==> src/hdl/kls_pkg.sv <==
// Shared constants for the k-th largest stream tracker.
// No dependencies; used by the top level.
package kls_pkg;

  // Width of the rank register as seen on the configuration port.
  localparam int unsigned KSEL_BITS = 5;

  // Rank after reset: report the largest value seen.
  localparam logic [KSEL_BITS-1:0] KSEL_RESET = KSEL_BITS'(1);

endpackage

==> src/hdl/kls_insert.sv <==
// Sorted-insert unit: places one sample into the descending top-k store.
// Purely combinational. Depends on nothing but its parameters.
module kls_insert #(
  parameter int unsigned MAX_RANK   = 16,
  parameter int unsigned VALUE_BITS = 32,
  localparam int unsigned CNT_W     = $clog2(MAX_RANK + 1),
  localparam int unsigned IDX_W     = (MAX_RANK > 1) ? $clog2(MAX_RANK) : 1
) (
  input  logic signed [VALUE_BITS-1:0] kept [MAX_RANK],
  input  logic        [CNT_W-1:0]      count,
  input  logic        [CNT_W-1:0]      keff,
  input  logic signed [VALUE_BITS-1:0] value,
  output logic signed [VALUE_BITS-1:0] kept_next [MAX_RANK],
  output logic        [CNT_W-1:0]      count_next,
  output logic signed [VALUE_BITS-1:0] kth_value,
  output logic                         rank_reached
);

  logic [MAX_RANK-1:0] ge;
  logic [CNT_W:0]      grown;
  logic [CNT_W-1:0]    last;

  // The store is sorted largest first, so the held entries that are at least
  // as large as the sample form a prefix. An equal sample goes below them.
  always_comb begin
    for (int i = 0; i < MAX_RANK; i++) begin
      ge[i] = (CNT_W'(i) < count) && (kept[i] >= value);
    end
  end

  // Each slot keeps its entry, takes the sample, or takes its upper neighbor.
  always_comb begin
    kept_next[0] = ge[0] ? kept[0] : value;
    for (int i = 1; i < MAX_RANK; i++) begin
      if (ge[i]) begin
        kept_next[i] = kept[i];
      end else if (ge[i-1]) begin
        kept_next[i] = value;
      end else begin
        kept_next[i] = kept[i-1];
      end
    end
  end

  always_comb begin
    grown = {1'b0, count} + (CNT_W+1)'(1);
    if (grown > {1'b0, keff}) begin
      count_next = keff;
    end else begin
      count_next = grown[CNT_W-1:0];
    end
    last         = count_next - CNT_W'(1);
    kth_value    = kept_next[last[IDX_W-1:0]];
    rank_reached = (count_next == keff);
  end

endmodule

==> src/hdl/kth_largest_stream_tracker.sv <==
// Top level of the streaming k-th largest tracker.
// Depends on kls_pkg and on the sorted-insert unit kls_insert.

// The tracker keeps the k largest signed samples seen since reset in a store
// sorted from largest to smallest, and for every sample request it returns
// one result request: the smallest value still held and a flag that says
// whether at least k samples have been seen, in which case that value is the
// k-th largest. The rank k is written through the configuration port, by
// the user only while the block is idle; the block does not enforce it. Zero
// is taken as 1 and values above MAX_RANK as MAX_RANK. Lowering k trims
// the store to the new k at the next sample; raising it lets the store
// grow again from what it holds, without the values already dropped. Equal
// samples are kept as separate entries. Timing: a sample is captured in an
// input register; once the result register is free, MAX_RANK parallel
// compares and a shift-insert update the store and load the result. A new
// sample is taken every cycle unless the output stalls. The store update
// is the only loop: one compare of VALUE_BITS bits plus a two-level select
// per entry, followed by the MAX_RANK-to-1 select of the reported entry.
// The sample channel stalls only while both the input register and the
// result register are full and the result channel is stalled. The
// configuration port is always ready, and the store needs no clearing pass
// after reset.
module kth_largest_stream_tracker #(
  parameter int unsigned MAX_RANK   = 16,
  parameter int unsigned VALUE_BITS = 32
) (
  input  logic                                 clk,
  input  logic                                 rst,
  // Configuration write channel for the rank k.
  input  logic                                 cfg_valid,
  output logic                                 cfg_ready,
  input  logic [kls_pkg::KSEL_BITS-1:0]        k_select,
  // Sample channel.
  input  logic                                 sample_valid,
  output logic                                 sample_stall,
  input  logic signed [VALUE_BITS-1:0]         value,
  // Result channel.
  output logic                                 result_valid,
  input  logic                                 result_stall,
  output logic signed [VALUE_BITS-1:0]         kth_value,
  output logic                                 rank_reached
);

  localparam int unsigned CNT_W = $clog2(MAX_RANK + 1);

  // Rank register and the store with its fill count. Store entries at or
  // above held_count are never read, so the store itself has no reset.
  logic [kls_pkg::KSEL_BITS-1:0] rank_k;
  logic [CNT_W-1:0]              held_count;
  logic signed [VALUE_BITS-1:0]  kept [MAX_RANK];

  // Input register.
  logic                          in_full;
  logic signed [VALUE_BITS-1:0]  in_value;

  // Insert unit outputs.
  logic signed [VALUE_BITS-1:0]  kept_next [MAX_RANK];
  logic [CNT_W-1:0]              count_next;
  logic signed [VALUE_BITS-1:0]  kth_next;
  logic                          reached_next;

  logic [CNT_W-1:0]              keff;
  logic                          out_open;
  logic                          advance;

  assign cfg_ready = 1'b1;

  // The rank register is clamped into 1..MAX_RANK before use.
  always_comb begin
    if (rank_k == '0) begin
      keff = CNT_W'(1);
    end else if (int'(rank_k) > int'(MAX_RANK)) begin
      keff = CNT_W'(MAX_RANK);
    end else begin
      keff = CNT_W'(rank_k);
    end
  end

  // The item in the input register moves on whenever the result register is
  // empty or is being emptied in this cycle.
  assign out_open     = !result_valid || !result_stall;
  assign advance      = in_full && out_open;
  assign sample_stall = in_full && !out_open;

  kls_insert #(
    .MAX_RANK   (MAX_RANK),
    .VALUE_BITS (VALUE_BITS)
  ) u_insert (
    .kept         (kept),
    .count        (held_count),
    .keff         (keff),
    .value        (in_value),
    .kept_next    (kept_next),
    .count_next   (count_next),
    .kth_value    (kth_next),
    .rank_reached (reached_next)
  );

  // Control state.
  always_ff @(posedge clk) begin
    if (rst) begin
      rank_k       <= kls_pkg::KSEL_RESET;
      held_count   <= '0;
      in_full      <= 1'b0;
      result_valid <= 1'b0;
    end else begin
      if (cfg_valid && cfg_ready) begin
        rank_k <= k_select;
      end
      if (advance) begin
        held_count <= count_next;
      end
      if (sample_valid && !sample_stall) begin
        in_full <= 1'b1;
      end else if (advance) begin
        in_full <= 1'b0;
      end
      if (advance) begin
        result_valid <= 1'b1;
      end else if (!result_stall) begin
        result_valid <= 1'b0;
      end
    end
  end

  // Payload registers.
  always_ff @(posedge clk) begin
    if (sample_valid && !sample_stall) begin
      in_value <= value;
    end
    if (advance) begin
      kept         <= kept_next;
      kth_value    <= kth_next;
      rank_reached <= reached_next;
    end
  end

endmodule

==> config.mk <==
export PLATFORM = sky130hd
export DESIGN_NAME = kth_largest_stream_tracker
export DESIGN_NICKNAME = d
export VERILOG_FILES = /design/src/hdl/kls_pkg.sv /design/src/hdl/kls_insert.sv /design/src/hdl/kth_largest_stream_tracker.sv
export SDC_FILE = /design/constraint.sdc
export NUM_CORES = 2
export LEC_CHECK = 0
export BUFFER_PORTS_ARGS = -buffer_cell sky130_fd_sc_hd__buf_2
export CORE_UTILIZATION = 43
export DETAILED_ROUTE_END_ITERATION = 16
export GPL_ROUTABILITY_DRIVEN = 0
export GPL_TIMING_DRIVEN = 0
export SKIP_LAST_GASP = 1
export SYNTH_ARGS = -nofsm -noshare
export SYNTH_HDL_FRONTEND = slang
export SYNTH_HIERARCHICAL = 1
export SYNTH_SLANG_ARGS = --single-unit
==> constraint.sdc <==
create_clock -name clk -period 17.03 [get_ports clk]
set_clock_uncertainty 0.15 [all_clocks]
set_input_delay 1.703 -clock clk [delete_from_list [all_inputs] [get_ports clk]]
set_output_delay 1.703 -clock clk [all_outputs]
set_load 0.03 [all_outputs]
Yosys cells after proc, flatten, opt, wreduce, memory -nomap -nowiden:

Index checks and enable logic that the tools add are counted.

* register bits after elaboration: 589
* bits in latches: 0
* RAM bits: 0
* memory bits (read-only): 0
* input port bits: 42
* output and inout port bits: 36
* word-level logic and storage cells: 130
* memories kept: 0

* add/sub/neg operators: 2
* multipliers: 0
* divide/modulo/power cells: 0
* magnitude comparators: 35
* equal/unequal tests: 2
* shift operators: 0
* multiplexer cells: 41
* bitwise gates (word level): 1
* reductions and logical operators: 26

Operator list (count)
* 32-bit two-way mux: 33
* 32-bit greater-or-equal comparator: 16
* 32-bit binary-select mux with 4-bit select: 1
* 4-bit by 5-bit less-than comparator with 1-bit output (first input constant): 8
* 3-bit by 5-bit less-than comparator with 1-bit output (first input constant): 4
* 1-bit logical AND: 19
* 5-bit two-way mux: 3
* 1-bit by 5-bit less-than comparator with 1-bit output (first input constant): 2
* 2-bit by 5-bit less-than comparator with 1-bit output (first input constant): 2
* 5-bit by 1-bit adder with 6-bit output (second input constant): 1
* 6-bit by 5-bit > comparator with 1-bit output: 1
* 5-bit == test: 1
* 5-bit greater-or-equal comparator (second input constant): 1
* 5-bit > comparator (second input constant): 1
* 5-bit logical NOT: 1
* 4-bit inverter with 5-bit output: 1
* 1-bit logical NOT: 4
* 1-bit two-way mux: 4
* 4-bit by 1-bit subtractor with 4-bit output (second input constant): 1
* 2-bit by 1-bit != test with 1-bit output (second input constant): 1
* 2-bit nonzero test: 1
* 1-bit logical OR: 1

Logic depth before layout (Yosys ltp):

* depth after elaboration: 10
* depth in mapped cells: 24

By module:

The synthesis kept the hierarchy.

Modules (own cells, without submodules)
* kls_insert: times used 1, cells each 4137, area each 27182.3 µm², sequential area each 0.0 µm²
* kth_largest_stream_tracker: times used 1, cells each 632, area each 17855.9 µm², sequential area each 17566.8 µm²

Worst setup path after synthesis:

Ideal clock, no wire load.

* path type: input port to flip-flop
* from: in result_stall
* to: reg held_count[0]
* setup time: 503 ps
* arrival: 10871 ps
* required time: 16377 ps
* setup slack: 5506 ps
* stages on the path: 2
* path through: a21boi_4 mux2i_1

* word-level cells in the longest chain between the ends: 3

Ends and longest elaborated chain
* start, declared: line kth_largest_stream_tracker.sv:39 `input logic result_stall,`
* 1-bit logical NOT
* 1-bit logical OR: line kth_largest_stream_tracker.sv:81 `assign out_open = !result_valid || !result_stall;`
* 1-bit logical AND: line kth_largest_stream_tracker.sv:82 `assign advance = in_full && out_open;`
* end signal, assigned: line kth_largest_stream_tracker.sv:111 `held_count <= count_next;`
* end, declared: line kth_largest_stream_tracker.sv:49 `logic [CNT_W-1:0] held_count;`

No other way between the ends.
A chain may end at the register's enable or synchronous reset.

Worst setup path in the final report:

* from: reg held_count[0]
* to: reg kth_value[30] (data pin)

* word-level cells in the longest chain between the ends: 8

Ends and longest elaborated chain
* 5-bit by 1-bit adder with 6-bit output: line kls_insert.sv:46 `grown = {1'b0, count} + (CNT_W+1)'(1);`
* 6-bit by 5-bit > comparator with 1-bit output: line kls_insert.sv:47 `if (grown > {1'b0, keff}) begin`
* 5-bit two-way mux: line kls_insert.sv:47
* 4-bit by 1-bit subtractor with 4-bit output: line kls_insert.sv:52 `last = count_next - CNT_W'(1);`
* 4-bit inverter with 5-bit output (not written as such): line kls_insert.sv:53 `kth_value = kept_next[last[IDX_W-1:0]];`
* 32-bit binary-select mux with 4-bit select *: line kls_insert.sv:53
* 32-bit two-way mux (not written as such) * (2 in series): line kls_insert.sv:53
* net kth_next[30]: line kth_largest_stream_tracker.sv:59 `logic signed [VALUE_BITS-1:0] kth_next;`
* end signal, assigned: line kth_largest_stream_tracker.sv:133 `kth_value <= kth_next;`
* end, declared: line kth_largest_stream_tracker.sv:40 `output logic signed [VALUE_BITS-1:0] kth_value,`

Mark *: on every way through the listed nets, which the timed path passes. The rest lies on a longest branch. The select of a mux whose other input is x is not followed.

==> run_results.csv <==
group,metric,value,unit
outcome,outcome,"finished, violations left",
outcome,violations,"max-capacitance violations, max-slew violations",
clocking,cts.hold.buffers_added,0,
pwr,leakage,19.40,nW
synth,yosysSeqAreaShare,0.3900,
pwr,p_per_area,132.6,nW/um^2
worst_setup_path,r2r-start,"held_count[0]$_SDFFE_PP0P_",
clocking,htree_levels,3,
worst_setup_path,r2r-end,"kth_value[30]$_DFFE_PP_",
synth,yosysTopAreaCell,"edfxtp_1",
global_route,antenna_found_initial,3,
global_route,grt-ovfl-total,0,
routing,first_pass_iters,8,
synth,ys_warn_count,6,
clocking,postCtsSetupBuffers,0,
floorplan,start_util,0.4345,
clocking,cts_buffers,74,
global_route,grt_pass1_wl,290500,microns
floorplan,die_area,106000,sq um
worst_setup_path,startpoint_type,"flop",
clocking,clk_latency,0.67,ns
clocking,ctsRootBufferMaster,"clkbuf_16",
clocking,cts.repair.resized,0,
global_route,grt_pass1_vias,39636,
worst_setup_path,cp.required,17.21,ns
sta,fin_crit,11.16,ns
layout,register_area,17570,sq um
worst_setup_path,arrival,11.34,ns
synth,netlist_area,45040,sq um
placement,hpwl,162300,microns
worst_setup_path,critical_path_class,"flop to flop",
synth,synth_edf_count,577,
floorplan,die_w,325.6,microns
synth,syn-num-nets,5330,
sta,hold_viol_final,0,
layout,multi_input_area,25780,sq um
floorplan,core.rowCount,118,
clocking,cts_tree,"done",
layout,fin_nets,5506,
synth,syn_inst,4769,
min_path,hold_depth,2,
layout,area_growth,11.25,%
synth,async_reset_ff_frac,0,
layout,final_util,0.4834,
routing,drc,0,
routing,wl_per_cell,32.72,microns
floorplan,ios,78,
synth,postSynthAreaPerCell,9.444,sq um
worst_setup_path,r2r_slack,5.87,ns
floorplan,die_h,325.6,microns
sta,slew_violations,20,
sta,maxSlewHeadroom,-0.1446,
global_route,grt_start_max_net_pins,29,
synth,yosys.cell_types.count,96,
floorplan,coreArea,103600,sq um
routing,wirelength,209000,microns
synth,synth_seq_cells,589,
job,maxCapViolations,3,
worst_setup_path,endpoint_kind,"flop",
clocking,cts_sinks,589,
sta,timing.final.crit_share,0.6553,
layout,fillers,9887,
synth,netlist.area_leader.share,0.3847,
routing,num_vias,43807,
sta,finalSetupTns,0,ns
sta,max_freq,89.61,MHz
routing,drt_iter0_drc,7687,
routing,vias_per_cell,6.859,
min_path,hold_path_class,"flop to flop",
sta,setup_viol,0,
clocking,clockBufferDepth,3,
sta,rsz0062_at_grt,"no",
layout,layout-drive-gt1-share,0.08235,
pwr,ir_drop,0.1133,mV
min_path,worstHoldEndpoint,"held_count[4]$_SDFFE_PP0P_",
clocking,path_clk_slew,0.06,ns
synth,synth_ff_type,"edfxtp_1",
min_path,min_from,"held_count[4]$_SDFFE_PP0P_",
worst_setup_path,reg2reg_depth,20,
sta,worst_pin_slew,1.705,ns
routing,ant_nets,0,
synth,synth.area.top_cells,"edfxtp_1 38%, ha_1 14%, mux2i_1 7.1%",
placement,numPortBuffers,75,
worst_setup_path,cp_max_fo,10,
global_route,grt_usage,0.3812,
[routing by layer]
| layer | vias up | wire length (microns) | part of all wire | track usage |
|---|---|---|---|---|
| met2 | 3570 | 81020 | 0.39 | 0.5186 |
| met1 | 21027 | 78780 | 0.38 | 0.5145 |
| met5 | - | 11 | 0.000053 | 0 |
| met3 | 652 | 32460 | 0.16 | 0.1180 |
| li1 | 18556 | - | - | - |
| met4 | 2 | 16680 | 0.080 | 0.2571 |
[sequential cells by signal (all words and copies together), names as in the netlist]
| signal | count |
|---|---|
| held_count | 5 |
| result_valid | 1 |
| in_full | 1 |
| kth_value | 32 |
| rank_reached | 1 |
| kept | 512 |
| rank_k | 5 |
| in_value | 32 |
[cell usage after synthesis, drive strengths merged, types with 18 or more instances]
cell	number
a211oi	47
o21ai	352
edfxtp	577
o211ai	39
clkbuf	166
nand3	41
o2bb2ai	30
nand2b	27
o21a	46
a211o	25
nand2	516
nor2b	18
a31oi	99
mux2	45
ha	519
a21o	43
nor4	35
o221ai	54
or3	24
nor3	33
a2bb2oi	21
o22ai	56
nand4	92
mux2i	319
buf	140
nor2	496
inv	94
a21oi	568
[worst max-delay path, stage by stage (launching register included)]
cell      delay (ns)
dfxtp_1         0.70
ha_1            0.29
nand3_1         0.10
xnor2_1         0.34
ha_1            0.32
nand3_1         0.09
nor2_1          0.07
a211o_1         0.33
a211oi_2        0.43
clkbuf_1        1.03
buf_2           0.59
buf_1           1.11
clkbuf_1        0.81
ha_1            0.52
inv_1           0.29
clkbuf_1        0.57
nor2_2          0.31
nand2_1         0.48
clkbuf_1        1.15
o22ai_1         0.28
o32ai_1         0.82
[per-stage QoR]
stage | power, mW | std cells | worst slack [ns] | hold slack, ns | cell area [sq um]
finish | 6.642 | 6387 | 5.870 | 0.3281 | 50100
global route | 6.689 | 6383 | 6.396 | 0.3826 | 50090
floorplan | 3.518 | 4769 | 5.506 | 0.2947 | 45040
detailed placement | 4.798 | 6249 | 6.978 | 0.3213 | 47700
CTS | 6.420 | 6383 | 6.890 | 0.3355 | 50080
global placement | 4.798 | 6224 | 0.4956 | 0.3060 | 47140
[cell families (layout without fill, tap and decap cells)]
| family | count (synthesis) | count (layout) | share of synthesized area |
|---|---|---|---|
| other | 1 | 5 | 0.00008326 |
| multiplexers | 364 | 364 | 0.08223 |
| flip-flops | 589 | 589 | 0.3900 |
| AO/OA/AOI/OAI | 1522 | 1522 | 0.2082 |
| buffers and inverters | 400 | 634 | 0.03795 |
| XOR/XNOR | 9 | 9 | 0.002167 |
| AND/OR/NAND/NOR | 1365 | 1365 | 0.1351 |
| adder cells (fa/ha/maj) | 519 | 519 | 0.1442 |
[layout make-up]
class | instances | share of cell area
multi-input combinational | 3780 | 0.5145
sequential | 589 | 0.3506
clock buffer | 95 | 0.04085
tap | 1380 | 0.03446
buffer | 306 | 0.02707
timing repair buffer | 100 | 0.01853
inverter | 94 | 0.007042
clock inverter | 39 | 0.006718
antenna | 4 | 0.0001998
[worst max-delay path by stage]
| stage | start | to | slack, ns |
|---|---|---|---|
| global placement | result_stall | held_count[0]$_SDFFE_PP0P_ | 0.50 |
| floorplan | result_stall | held_count[0]$_SDFFE_PP0P_ | 5.51 |
| detailed placement | held_count[0]$_SDFFE_PP0P_ | kth_value[30]$_DFFE_PP_ | 6.98 |
| CTS | held_count[0]$_SDFFE_PP0P_ | kth_value[30]$_DFFE_PP_ | 6.89 |
| finish | held_count[0]$_SDFFE_PP0P_ | kth_value[30]$_DFFE_PP_ | 5.87 |
| global route | held_count[0]$_SDFFE_PP0P_ | kth_value[30]$_DFFE_PP_ | 6.40 |
[cells in the final DEF, fill, tap and decap left out, types with 14 or more instances in the layout]
master     count
edfxtp_1     577
a21oi_1      564
ha_1         519
nand2_1      514
nor2_1       494
o21ai_0      323
mux2i_1      317
clkbuf_1     181
buf_2        169
a31oi_1       98
nand4_1       92
inv_1         91
clkbuf_16     79
o221ai_1      54
o22ai_1       53
o21a_1        46
mux2_2        45
a211oi_1      44
a21o_1        43
nand3_1       41
o211ai_1      39
nor4_1        35
o2bb2ai_1     30
nor3_1        29
buf_1         28
o21ai_1       28
nand2b_1      27
a211o_1       25
or3_1         23
a2bb2oi_1     20
buf_12        18
nor2b_1       17
clkinv_1      17
o31ai_1       16
a22o_1        15
and4_1        14
[report_power, final]
group | leakage, nW | total, mW | switching [mW] | internal [mW]
clock network | 1.17 | 1.63 | 0.692 | 0.937
registers | 5.51 | 1.93 | 0.130 | 1.80
logic | 12.7 | 3.08 | 2.21 | 0.872
total | 19.4 | 6.64 | 3.03 | 3.61
No activity file was read; power rests on OpenSTA's default activity.
